`src/rtl/cbcc_pkg.sv`:
```
// Package with shared types and constants for the clock block cache controller.
package cbcc_pkg;

  localparam int IdxW  = 20;
  localparam int BsW   = 9;
  localparam int TotW  = 21;
  localparam int LenW  = 16;
  localparam int OffW  = 12;

  // Configuration register indexes.
  localparam logic [1:0] CfgBlockSize    = 2'd0;
  localparam logic [1:0] CfgTotalRecords = 2'd1;
  localparam logic [1:0] CfgRecordLength = 2'd2;

  // Request passed from the front part to the back part.
  typedef struct packed {
    logic [IdxW-1:0] record_index;
    logic [IdxW-1:0] block_id;
    logic [BsW-1:0]  bs;
  } cbcc_req_t;

  // Divider states.
  typedef enum logic [1:0] {DIV_IDLE, DIV_RUN, DIV_DONE} cbcc_div_state_t;

  // Back part states.
  typedef enum logic [2:0] {
    BK_IDLE, BK_LOOK, BK_WALK, BK_CALC, BK_OFFS, BK_OUT
  } cbcc_bk_state_t;

  // Clamp the block size register to 1..256.
  function automatic logic [BsW-1:0] eff_bs(input logic [BsW-1:0] v);
    if (v == '0) return 9'd1;
    if (v > 9'd256) return 9'd256;
    return v;
  endfunction

endpackage

```
`src/rtl/cbcc_front.sv`:
```
// Front part: accepts a request and computes its block number with a radix-2 divider.
module cbcc_front (
  input  logic                clk,
  input  logic                rst_n,
  input  logic                in_valid,
  output logic                in_stall,
  input  logic [19:0]         in_record_index,
  input  logic [8:0]          bs_cfg,
  output logic                q_push,
  output cbcc_pkg::cbcc_req_t q_data,
  input  logic                q_full
);
  import cbcc_pkg::*;

  cbcc_div_state_t st_r, st_nxt;
  logic [IdxW-1:0] idx_r, idx_nxt;
  logic [IdxW-1:0] quo_r, quo_nxt;
  logic [BsW-1:0]  rem_r, rem_nxt;
  logic [BsW-1:0]  bs_r, bs_nxt;
  logic [4:0]      cnt_r, cnt_nxt;
  logic [BsW:0]    trial;

  // State and datapath registers.
  always_ff @(posedge clk) begin
    if (!rst_n) begin
      st_r <= DIV_IDLE;
    end else begin
      st_r <= st_nxt;
    end
    idx_r <= idx_nxt;
    quo_r <= quo_nxt;
    rem_r <= rem_nxt;
    bs_r  <= bs_nxt;
    cnt_r <= cnt_nxt;
  end

  // One quotient bit per cycle, most significant first.
  always_comb begin
    st_nxt  = st_r;
    idx_nxt = idx_r;
    quo_nxt = quo_r;
    rem_nxt = rem_r;
    bs_nxt  = bs_r;
    cnt_nxt = cnt_r;
    in_stall = (st_r != DIV_IDLE);
    q_push = 1'b0;
    trial = {rem_r, quo_r[IdxW-1]};
    unique case (st_r)
      DIV_IDLE: begin
        if (in_valid) begin
          idx_nxt = in_record_index;
          quo_nxt = in_record_index;
          rem_nxt = '0;
          bs_nxt  = eff_bs(bs_cfg);
          cnt_nxt = 5'd0;
          st_nxt  = DIV_RUN;
        end
      end
      DIV_RUN: begin
        if (trial >= {1'b0, bs_r}) begin
          rem_nxt = BsW'(trial - {1'b0, bs_r});
          quo_nxt = {quo_r[IdxW-2:0], 1'b1};
        end else begin
          rem_nxt = trial[BsW-1:0];
          quo_nxt = {quo_r[IdxW-2:0], 1'b0};
        end
        cnt_nxt = cnt_r + 5'd1;
        if (cnt_r == 5'(IdxW-1)) st_nxt = DIV_DONE;
      end
      DIV_DONE: begin
        if (!q_full) begin
          q_push = 1'b1;
          st_nxt = DIV_IDLE;
        end
      end
      default: st_nxt = DIV_IDLE;
    endcase
  end

  assign q_data = '{record_index: idx_r, block_id: quo_r, bs: bs_r};
endmodule

```
`src/rtl/cbcc_queue.sv`:
```
// Two-entry request queue between the front and back parts.
module cbcc_queue (
  input  logic                clk,
  input  logic                rst_n,
  input  logic                push,
  input  cbcc_pkg::cbcc_req_t push_data,
  output logic                full,
  input  logic                pop,
  output cbcc_pkg::cbcc_req_t pop_data,
  output logic                not_empty
);
  import cbcc_pkg::*;

  cbcc_req_t  mem_r [2];
  logic       wp_r, rp_r;
  logic [1:0] cnt_r;

  // Pointers and count.
  always_ff @(posedge clk) begin
    if (!rst_n) begin
      wp_r <= 1'b0;
      rp_r <= 1'b0;
      cnt_r <= 2'd0;
    end else begin
      if (push) wp_r <= ~wp_r;
      if (pop) rp_r <= ~rp_r;
      cnt_r <= cnt_r + {1'b0, push} - {1'b0, pop};
    end
  end

  // Storage.
  always_ff @(posedge clk) begin
    if (push) mem_r[wp_r] <= push_data;
  end

  assign full = (cnt_r == 2'd2);
  assign not_empty = (cnt_r != 2'd0);
  assign pop_data = mem_r[rp_r];
endmodule

```
`src/rtl/cbcc_back.sv`:
```
// Back part: tag lookup, CLOCK victim walk, fill range and offset, result register.
module cbcc_back #(
  parameter int NUM_SLOTS = 16
) (
  input  logic                clk,
  input  logic                rst_n,
  input  logic                q_valid,
  input  cbcc_pkg::cbcc_req_t q_data,
  output logic                q_pop,
  input  logic [20:0]         total_records,
  input  logic [15:0]         record_length,
  output logic                out_valid,
  input  logic                out_stall,
  output logic                out_hit,
  output logic [3:0]          out_slot,
  output logic [19:0]         out_block_id,
  output logic                out_evict_valid,
  output logic [19:0]         out_evicted_block,
  output logic [19:0]         out_fill_first,
  output logic [8:0]          out_fill_count,
  output logic [11:0]         out_storage_offset,
  output logic [15:0]         out_returned_length
);
  import cbcc_pkg::*;
  localparam int SW = (NUM_SLOTS > 1) ? $clog2(NUM_SLOTS) : 1;

  cbcc_bk_state_t st_r, st_nxt;
  logic [IdxW-1:0] tag_r [NUM_SLOTS];
  logic [NUM_SLOTS-1:0] vld_r, vld_nxt, ref_r, ref_nxt;
  logic [SW-1:0] hand_r, hand_nxt;
  cbcc_req_t req_r, req_nxt;
  logic [SW-1:0] slot_r, slot_nxt;
  logic hit_r, hit_nxt;
  logic ev_r, ev_nxt;
  logic [IdxW-1:0] evb_r, evb_nxt;
  logic [IdxW-1:0] start_r, start_nxt;
  logic [BsW-1:0] fc_r, fc_nxt;
  logic [OffW-1:0] off_r, off_nxt;
  logic inr_r, inr_nxt;
  logic tag_we;

  // Match vector and first matching slot.
  logic [NUM_SLOTS-1:0] match;
  logic [SW-1:0] match_idx;
  logic any_match;
  always_comb begin
    match_idx = '0;
    any_match = 1'b0;
    for (int i = NUM_SLOTS-1; i >= 0; i--) begin
      match[i] = vld_r[i] && (tag_r[i] == req_r.block_id);
      if (match[i]) begin
        match_idx = SW'(i);
        any_match = 1'b1;
      end
    end
  end

  logic [IdxW+BsW-1:0] prod;
  logic [TotW:0] endv;
  logic [TotW:0] endc;
  logic [SW+BsW-1:0] sprod;
  logic [SW-1:0] hand_inc;
  assign prod = req_r.block_id * req_r.bs;
  assign endv = {1'b0, {1'b0, start_r}} + {{(TotW+1-BsW){1'b0}}, req_r.bs};
  assign endc = (endv > {1'b0, total_records}) ? {1'b0, total_records} : endv;
  assign sprod = slot_r * req_r.bs;
  assign hand_inc = (hand_r == SW'(NUM_SLOTS-1)) ? '0 : hand_r + SW'(1);

  // Control and bookkeeping registers.
  always_ff @(posedge clk) begin
    if (!rst_n) begin
      st_r <= BK_IDLE;
      vld_r <= '0;
      ref_r <= '0;
      hand_r <= '0;
    end else begin
      st_r <= st_nxt;
      vld_r <= vld_nxt;
      ref_r <= ref_nxt;
      hand_r <= hand_nxt;
    end
    req_r <= req_nxt;
    slot_r <= slot_nxt;
    hit_r <= hit_nxt;
    ev_r <= ev_nxt;
    evb_r <= evb_nxt;
    start_r <= start_nxt;
    fc_r <= fc_nxt;
    off_r <= off_nxt;
    inr_r <= inr_nxt;
  end

  // Tag store; entries are read only under their valid bit.
  always_ff @(posedge clk) begin
    if (tag_we) tag_r[slot_r] <= req_r.block_id;
  end

  // Sequencer: look up, walk on miss, then fill range and offset.
  always_comb begin
    st_nxt = st_r;
    vld_nxt = vld_r;
    ref_nxt = ref_r;
    hand_nxt = hand_r;
    req_nxt = req_r;
    slot_nxt = slot_r;
    hit_nxt = hit_r;
    ev_nxt = ev_r;
    evb_nxt = evb_r;
    start_nxt = start_r;
    fc_nxt = fc_r;
    off_nxt = off_r;
    inr_nxt = inr_r;
    tag_we = 1'b0;
    q_pop = 1'b0;
    unique case (st_r)
      BK_IDLE: begin
        if (q_valid) begin
          q_pop = 1'b1;
          req_nxt = q_data;
          st_nxt = BK_LOOK;
        end
      end
      BK_LOOK: begin
        start_nxt = prod[IdxW-1:0];
        inr_nxt = ({1'b0, req_r.record_index} < total_records);
        ev_nxt = 1'b0;
        evb_nxt = '0;
        if (any_match) begin
          hit_nxt = 1'b1;
          slot_nxt = match_idx;
          ref_nxt[match_idx] = 1'b1;
          st_nxt = BK_CALC;
        end else begin
          hit_nxt = 1'b0;
          st_nxt = BK_WALK;
        end
      end
      BK_WALK: begin
        // One hand step per cycle, clearing referenced bits.
        if (ref_r[hand_r]) begin
          ref_nxt[hand_r] = 1'b0;
          hand_nxt = hand_inc;
        end else begin
          slot_nxt = hand_r;
          hand_nxt = hand_inc;
          ev_nxt = vld_r[hand_r];
          evb_nxt = vld_r[hand_r] ? tag_r[hand_r] : '0;
          ref_nxt[hand_r] = 1'b1;
          vld_nxt[hand_r] = 1'b1;
          st_nxt = BK_CALC;
        end
      end
      BK_CALC: begin
        if (!hit_r) tag_we = 1'b1;
        fc_nxt = (hit_r || endc <= {2'b0, start_r}) ? '0
                 : BsW'(endc - {2'b0, start_r});
        st_nxt = BK_OFFS;
      end
      BK_OFFS: begin
        off_nxt = OffW'(sprod + (SW+BsW)'(req_r.record_index - start_r));
        st_nxt = BK_OUT;
      end
      BK_OUT: begin
        if (!out_stall) st_nxt = BK_IDLE;
      end
      default: st_nxt = BK_IDLE;
    endcase
  end

  assign out_valid = (st_r == BK_OUT);
  assign out_hit = hit_r;
  assign out_slot = 4'(slot_r);
  assign out_block_id = req_r.block_id;
  assign out_evict_valid = ev_r;
  assign out_evicted_block = evb_r;
  assign out_fill_first = hit_r ? '0 : start_r;
  assign out_fill_count = fc_r;
  assign out_storage_offset = inr_r ? off_r : '0;
  assign out_returned_length = inr_r ? record_length : '0;
endmodule

```
`src/rtl/clock_block_cache_controller_top.sv`:
```
// A hit's result passes through the divider, the queue handoff and the lookup, fill range,
// offset and output steps after its request is accepted.
// A miss adds a victim walk, in which the hand clears referenced slots (at most NUM_SLOTS)
// until it picks an unreferenced one. The front part stalls new requests while its divider
// is busy or its result waits on a full queue, while the back part drains the queue.
// Reset (synchronous, rst_n low): all slots invalid and unreferenced, hand at slot 0,
// block size 1, record total 0, record length 1.
module clock_block_cache_controller_top #(
  parameter int NUM_SLOTS = 16
) (
  input  logic        clk,
  input  logic        rst_n,
  input  logic        in_valid,
  output logic        in_stall,
  input  logic [19:0] in_record_index,
  output logic        out_valid,
  input  logic        out_stall,
  output logic        out_hit,
  output logic [3:0]  out_slot,
  output logic [19:0] out_block_id,
  output logic        out_evict_valid,
  output logic [19:0] out_evicted_block,
  output logic [19:0] out_fill_first,
  output logic [8:0]  out_fill_count,
  output logic [11:0] out_storage_offset,
  output logic [15:0] out_returned_length,
  input  logic        cfg_valid,
  output logic        cfg_ready,
  input  logic [1:0]  cfg_index,
  input  logic [20:0] cfg_data
);
  import cbcc_pkg::*;

  logic [BsW-1:0]  bs_r;
  logic [TotW-1:0] tot_r;
  logic [LenW-1:0] len_r;

  // Configuration registers.
  assign cfg_ready = 1'b1;
  always_ff @(posedge clk) begin
    if (!rst_n) begin
      bs_r <= 9'd1;
      tot_r <= '0;
      len_r <= 16'd1;
    end else if (cfg_valid) begin
      unique case (cfg_index)
        CfgBlockSize:    bs_r <= cfg_data[BsW-1:0];
        CfgTotalRecords: tot_r <= cfg_data;
        CfgRecordLength: len_r <= cfg_data[LenW-1:0];
        default: ;
      endcase
    end
  end

  cbcc_req_t push_d, pop_d;
  logic push, full, pop, nempty;

  cbcc_front u_front (
    .clk, .rst_n, .in_valid, .in_stall, .in_record_index,
    .bs_cfg(bs_r), .q_push(push), .q_data(push_d), .q_full(full)
  );

  cbcc_queue u_queue (
    .clk, .rst_n, .push, .push_data(push_d), .full,
    .pop, .pop_data(pop_d), .not_empty(nempty)
  );

  cbcc_back #(.NUM_SLOTS(NUM_SLOTS)) u_back (
    .clk, .rst_n, .q_valid(nempty), .q_data(pop_d), .q_pop(pop),
    .total_records(tot_r), .record_length(len_r),
    .out_valid, .out_stall, .out_hit, .out_slot, .out_block_id,
    .out_evict_valid, .out_evicted_block, .out_fill_first, .out_fill_count,
    .out_storage_offset, .out_returned_length
  );

  // A hit never reports an eviction or a fill.
  assert property (@(posedge clk) disable iff (!rst_n)
    out_valid && out_hit |-> !out_evict_valid && out_fill_count == '0)
    else $error("hit with eviction or fill");

  // The queue is never pushed when full nor popped when empty.
  assert property (@(posedge clk) disable iff (!rst_n)
    !(push && full) && !(pop && !nempty))
    else $error("queue overflow or underflow");

  // A nonzero length only comes from a nonzero record length.
  assert property (@(posedge clk) disable iff (!rst_n)
    out_valid && out_returned_length != '0 |-> out_storage_offset <= 12'hFFF && len_r != '0)
    else $error("length without valid record length");
endmodule
```
`config.mk`:
```
export PLATFORM = sky130hd
export DESIGN_NAME = clock_block_cache_controller_top
export DESIGN_NICKNAME = d
export VERILOG_FILES = /design/src/rtl/cbcc_pkg.sv /design/src/rtl/cbcc_front.sv /design/src/rtl/cbcc_queue.sv /design/src/rtl/cbcc_back.sv /design/src/rtl/clock_block_cache_controller_top.sv
export SDC_FILE = /design/constraint.sdc
export NUM_CORES = 2
export LEC_CHECK = 0
export BUFFER_PORTS_ARGS = -buffer_cell sky130_fd_sc_hd__buf_2
export CAP_MARGIN = 20
export CORE_MARGIN = 2
export CORE_UTILIZATION = 55
export DETAILED_ROUTE_END_ITERATION = 16
export HOLD_SLACK_MARGIN = 0.02
export PLACE_DENSITY_LB_ADDON = 0.12
export SYNTH_ARGS = -nofsm -noshare
export SYNTH_HDL_FRONTEND = slang
export SYNTH_SLANG_ARGS = --single-unit
```
`constraint.sdc`:
```
create_clock -name clk -period 8.5 [get_ports clk]
set_input_delay 1.275 -clock clk [delete_from_list [all_inputs] [get_ports clk]]
set_output_delay 1.275 -clock clk [all_outputs]
set_load 0.02 [all_outputs]
```
Word-level counts from Yosys, hierarchy flattened
Memory sizes are Yosys's and may differ from the RTL's. A register that Yosys moved wholly into a read port is not among the register bits.
Index checks and enable logic that the tools add are counted.
{"block": "totals", "regBits": 222, "latchBits": 0, "ramBits": 418, "mem_bits_ro": 0, "input_bits": 48, "out_inout_bits": 106, "word_cells": 225, "n_memories": 2}
{"memory": "u_back.tag_r", "words": 16, "width": 20, "read_ports": 17, "rd_ports_with_merged_regs": 1, "wr": 1, "line": "cbcc_back.sv:28", "source": "logic [IdxW-1:0] tag_r [NUM_SLOTS];"}
{"memory": "u_queue.mem_r", "words": 2, "width": 49, "read_ports": 1, "rd_ports_with_merged_regs": 1, "wr": 1, "line": "cbcc_queue.sv:14", "source": "cbcc_req_t mem_r [2];"}
{"block": "classes", "n_addsub": 9, "n_mul": 2, "div": 0, "order_cmp": 9, "eq_ne": 35, "shifts": 0, "n_mux": 97, "n_bitwise": 8, "reduce_logical": 39}
{"op": "$eq A20 B20 Y1", "count": 16}
{"op": "$mux W4", "count": 21}
{"op": "$mux W20", "count": 4}
{"op": "$pmux W20 S2", "count": 2}
{"op": "$mux W9", "count": 6}
{"op": "$mux W16", "count": 3}
{"op": "$or A16 B16 Y16", "count": 3}
{"op": "$mux W1", "count": 41}
{"op": "$pmux W16 S2", "count": 1}
{"op": "$gt A22 B21 Y1", "count": 1}
{"op": "$le A22 B20 Y1", "count": 1}
{"op": "$add A20 B9 Y21", "count": 1}
{"op": "$lt A20 B21 Y1", "count": 1}
{"op": "$mux W21", "count": 1}
{"op": "$mul A20 B9 Y20", "count": 1}
{"op": "$logic_and A1 B1 Y1", "count": 18}
{"op": "$pmux W3 S6", "count": 1}
{"op": "$pmux W9 S2", "count": 1}
{"op": "$reduce_and A2 Y1", "count": 9}
{"op": "$sub A9 B9 Y9", "count": 2}
{"op": "$and A16 B16 Y16", "count": 1}
{"op": "$not A16 Y16", "count": 1}
{"op": "$add A12 B12 Y12", "count": 1}
{"op": "$mul A4 B9 Y12", "count": 1}
{"op": "35 further kinds", "count": 61}

Longest topological paths before layout
An unclocked memory read counts as a cell.
{"block": "logic_depth", "depth_word": 26, "ltp_mapped": 33, "depth_no_buf": 32}

Modules after synthesis
From an unflattened synthesis, not the netlist that was laid out.
{"block": "hier_totals", "cells_unflattened": 3161, "hier_area_um2": 39786.9}
{"module": "cbcc_back", "instances": 1, "cells_each": 2554, "area_each_um2": 31168.6, "seq_area_each_um2": 13983.4}
{"module": "cbcc_queue", "instances": 1, "cells_each": 173, "area_each_um2": 3808.7, "seq_area_each_um2": 3042.9}
{"module": "cbcc_front", "instances": 1, "cells_each": 255, "area_each_um2": 3039.2, "seq_area_each_um2": 1931.9}
{"module": "clock_block_cache_controller_top", "instances": 1, "cells_each": 179, "area_each_um2": 1770.4, "seq_area_each_um2": 920.9}

Least setup slack after synthesis
No wires, ideal clock.
{"block": "synth_path", "path_kind": "flip-flop to flip-flop", "from": "reg u_back.req_r[1] (netlist bit)", "to": "reg u_back.fc_r[2], in the netlist u_back.out_fill_count[2], data pin", "setup_time_ns": 0.288, "arrival_ns": 6.565, "required_time_ns": 8.212, "path_slack_ns": 1.647, "path_stages_with_launch": 32, "path_buffers": 2, "period_less_slack_ns": 6.853, "cell_sequence": "edfxtp_1 > clkbuf_1 > inv_1 > fa_1 > nor2b_1 > o21ai_1 > a21boi_1 > o21ai_1 > a21boi_1 > o2111ai_1 > a2111oi_0 > xnor2_1 > ha_1 > nand3_1 > nor4_1 > o21ai_0 > and2_1 > a41o_1 > clkbuf_1 > mux2i_1 > ha_1 > inv_1 > fa_1 > a21o_1 > a21oi_1 > o21bai_1 > a21oi_1 > o21ai_0 > a21oi_1 > a221oi_1 > a211oi_1 > nor3_1"}
{"block": "synth_between", "elab_chain_len": 5, "elab_cells_between_ends": 6, "cone_classes": "add/sub: 2; order compare: 2; mux: 1; reduce/logical: 1"}
{"item": "start, declared", "line": "cbcc_back.sv:31", "source": "cbcc_req_t req_r, req_nxt;"}
{"item": "start signal, assigned", "line": "cbcc_back.sv:82", "source": "req_r <= req_nxt;"}
{"item": "$add A20 B9 Y21 *", "line": "cbcc_back.sv:64", "source": "assign endv = {1'b0, {1'b0, start_r}} + {{(TotW+1-BsW){1'b0}}, req_r.bs};"}
{"item": "$gt A22 B21 Y1", "line": "cbcc_back.sv:65", "source": "assign endc = (endv > {1'b0, total_records}) ? {1'b0, total_records} : endv;"}
{"item": "$mux W21 *", "line": "cbcc_back.sv:65"}
{"item": "$le A22 B20 Y1", "line": "cbcc_back.sv:155", "source": "fc_nxt = (hit_r || endc <= {2'b0, start_r}) ? '0"}
{"item": "$logic_or A1 B1 Y1", "line": "cbcc_back.sv:155"}
{"item": "end signal, assigned", "line": "cbcc_back.sv:88", "source": "fc_r <= fc_nxt;"}
{"item": "end, declared", "line": "cbcc_back.sv:37", "source": "logic [BsW-1:0] fc_r, fc_nxt;"}
Every way passes the cells marked *; elsewhere a longest branch is shown, timed or not.
A chain may end at the register's enable or synchronous reset.

Worst setup path after layout
{"block": "layout_path", "from": "reg u_back.start_r[0]", "to": "reg u_back.fc_r[8], in the netlist u_back.out_fill_count[8], data pin"}
{"block": "layout_between", "elab_chain_len": 5, "elab_cells_between_ends": 6, "cone_classes": "add/sub: 2; order compare: 2; mux: 1; reduce/logical: 1"}
{"item": "start, declared", "line": "cbcc_back.sv:36", "source": "logic [IdxW-1:0] start_r, start_nxt;"}
{"item": "start signal, assigned", "line": "cbcc_back.sv:87", "source": "start_r <= start_nxt;"}
{"item": "$add A20 B9 Y21", "line": "cbcc_back.sv:64"}
{"item": "$gt A22 B21 Y1", "line": "cbcc_back.sv:65"}
{"item": "$mux W21", "line": "cbcc_back.sv:65"}
{"item": "$le A22 B20 Y1", "line": "cbcc_back.sv:155"}
{"item": "$logic_or A1 B1 Y1", "line": "cbcc_back.sv:155"}
Parallel ways exist; a longest one is shown, timed or not.

==> results by group <==
Place
  – DP Wirelength: 87800 um
  – Last weighted congestion value of the routability-driven placer: 0.972
  – Port Buf Inserts: 152
  – Cells after DPL: 4158

Clocking
  – TritonCTS clock tree: yes
  – CTS Sinks: 693
  – Post_cts resized: 0
  – Hold_buf cts: 0
  – Num CTS Buffers: 77
  – Max Buffers Root-to-Sink: 3
  – Later-pin clock latency in the skew report: 0.67 ns
  – Clk root buf: clkbuf_16
  – Clk slew on worst S/H paths: 0.06 ns
  – H-tree levels: 3
  – Post-CTS setup buffers: 0

Floorplanning
  – CORE AREA: 71400 um2
  – Std cell rows: 98
  – Die area: 74100 um2
  – Number of I/O pins: 154
  – Die X: 272 um
  – Die height: 272 um
  – Effective utilization at floorplan: 55.5%

Critical path
  – CP Data Arrival Time: 7.84 ns
  – Crit end category: flip-flop
  – Worst setup path class: reg2reg
  – Crit-path max FO: 9
  – CP max stage delay: 0.61 ns
  – Crit start category: flip-flop
  – Critical Path RT: 8.87 ns
  – Worst reg2reg path startpoint: u_back.start_r[0]
  – Worst setup path start: u_back.start_r[0]
  – Slowest-stage cell, CP: a2111oi_0

GRT
  – Largest net degree at the start of global routing: 65
  – Total gr overflow: 0
  – Vias in the first global route: 25900
  – First-pass GRT wire length: 176000 um
  – Total GRT Usage: 32.4%
  – Initial antenna violation count: 9

Detailed routing
  – Total iterations of the first detailed-routing run: 8
  – Via Count: 26800
  – Drt drc: 0
  – Vias per cell: 6.22
  – WL/cell: 27.7 um
  – Post-DRT Antenna Nets: 0
  – Initial DRC Count: 3211
  – Final WL: 119000 um

STA
  – Max transition margin: 29.8%
  – Final setup violation count: 0
  – Final hold slack: 0.449 ns
  – Setup Skew: 0.0544 ns
  – RSZ-0062 raised after global routing: false
  – Endpoints failing hold: 0
  – Min Tclk post-route: 7.47 ns
  – Max Freq: 134 MHz
  – Fin. max-slew vios: 0
  – Period utilisation layout: 87.8%
  – Setup TNS: 0 ns
  – Worst slew pin tran: 1.05 ns

Layout
  – Commonest non-fill, non-tap cell in the layout: edfxtp_1
  – Fillers: 5607
  – Layout area overhead: 10.9%
  – Final Net Count: 3599
  – Fraction of layout cells with a size suffix above 1: 16.9%
  – Commonest non-fill, non-tap cells in the layout: 598 x edfxtp_1, 315 x nand2_1, 309 x xnor2_1
  – Finished Core Util: 61.5%
  – Post-route insts no fill: 4308

Power and ir drop
  – Leakage: 15.7 nW
  – Worst VDD drop: 0.774 mV
  – Design Power: 0.0213 W
  – PwrDens: 486 nW/um2

Outcome
  – Status: complete, no violations

Yosys
  – Synth cell types: 80
  – Synth Flop Type: edfxtp_1
  – Synth Cell Area: 39600 um2
  – EDFF count, synth: 598
  – Seq cells post-synth: 693
  – Synth Net Count: 3465
  – Sequential share of the synthesized area: 50.2%
  – Avg Inst Size Synth: 12.6 um2
  – Synthesis warning total: 0
  – Post-Synthesis Cells: 3154
  – Ys async rst share: 0%

Min path
  – Hold/Removal Path Class: reg2reg
  – Worst hold path startpoint: u_front.idx_r[9]

Flow run
  – # Max-Cap Violations: 0
## power by group
part           switching [W]  internal [W]  total [W]
clock network        0.00146       0.00195    0.00341
registers           0.000383       0.00480    0.00518
logic                0.00747       0.00527     0.0127
total                0.00931        0.0120     0.0213
## final timing paths
check,end,slack [ns],depth (start not counted)
max,u_back.out_fill_count[8],1.03,31
min,u_queue.mem_r[0][38],0.45,0
max reg2reg,u_back.out_fill_count[8],1.03,31
min reg2reg,u_queue.mem_r[0][38],0.45,0
## sequential cells by signal, summed over array words and instances, names as in the netlist, 12 cells and up, named ones only
register and cells:
u_back.tag_r 320, u_queue.mem_r 98, u_back.req_r 29, tot_r 21, u_back.out_block_id 20, u_back.out_evicted_block 20
u_back.start_r 20, u_front.idx_r 20, u_front.quo_r 20, len_r 16, u_back.vld_r 16, u_back.off_r 12
## area by class of cell
| type | instances | area [um2] | share of cell area (%) |
|---|---|---|---|
| antenna | 8 | 20.0 | 0.0456 |
| multi-input combinational | 2086 | 18100 | 41.3 |
| inverter | 202 | 758 | 1.73 |
| tap | 950 | 1190 | 2.71 |
| clock inverter | 39 | 472 | 1.07 |
| clock buffer | 102 | 2130 | 4.86 |
| sequential | 693 | 19900 | 45.3 |
| timing repair buffer | 228 | 1340 | 3.06 |
## worst max-delay path: cells and delay by family, from the launching register on
family | cells | cell delay, ns
mux | 1 | 0.20
flops | 1 | 0.42
simple gates | 5 | 0.99
fa+ha+maj | 5 | 1.47
xor+xnor | 1 | 0.17
compound gates | 16 | 3.60
buf+inv | 3 | 0.33
## synth_stat cells (34+ instances only)
master | n | area [um2]
xor2_1 | 78 | 683
nand3_1 | 54 | 270
ha_1 | 129 | 1610
inv_1 | 200 | 751
dfxtp_1 | 95 | 1900
nor4_1 | 46 | 288
mux2_2 | 67 | 754
clkbuf_1 | 91 | 342
o21ai_0 | 44 | 220
nand2_1 | 315 | 1180
and2_1 | 133 | 832
nand4_1 | 124 | 776
a21oi_1 | 67 | 335
mux4_2 | 110 | 2480
edfxtp_1 | 598 | 18000
nor3_1 | 34 | 170
nor2_1 | 91 | 342
fa_1 | 134 | 2680
a21boi_0 | 44 | 330
xnor2_1 | 309 | 2710
## stage by stage
stage,setup WS [ns],area (um2)
after detailed placement,1.06,41200
after global placement,1.25,41200
after global routing,0.315,43900
after CTS,1.03,43800
final,1.03,43900
after floorplan,1.65,39600
## routing by layer
| metal | wire [um] | vias up | GRT usage (%) |
|---|---|---|---|
| met2 | 50800 | 1407 | 45.8 |
| met5 | 27 | - | 0 |
| met4 | 2610 | 4 | 7.43 |
| li1 | - | 11600 | - |
| met3 | 12300 | 180 | 6.30 |
| met1 | 53300 | 13600 | 51.4 |
## kinds of logic after synthesis
kind of cell	Yosys count	synth area share [%]
mux	188	8.44
compound gates	297	5.10
flops	693	50.2
buf+inv	375	4.27
fa+ha+maj	263	10.9
xor+xnor	391	8.73
simple gates	946	12.4
other cells	1	0.00947
(Power assumes the default switching activity.)
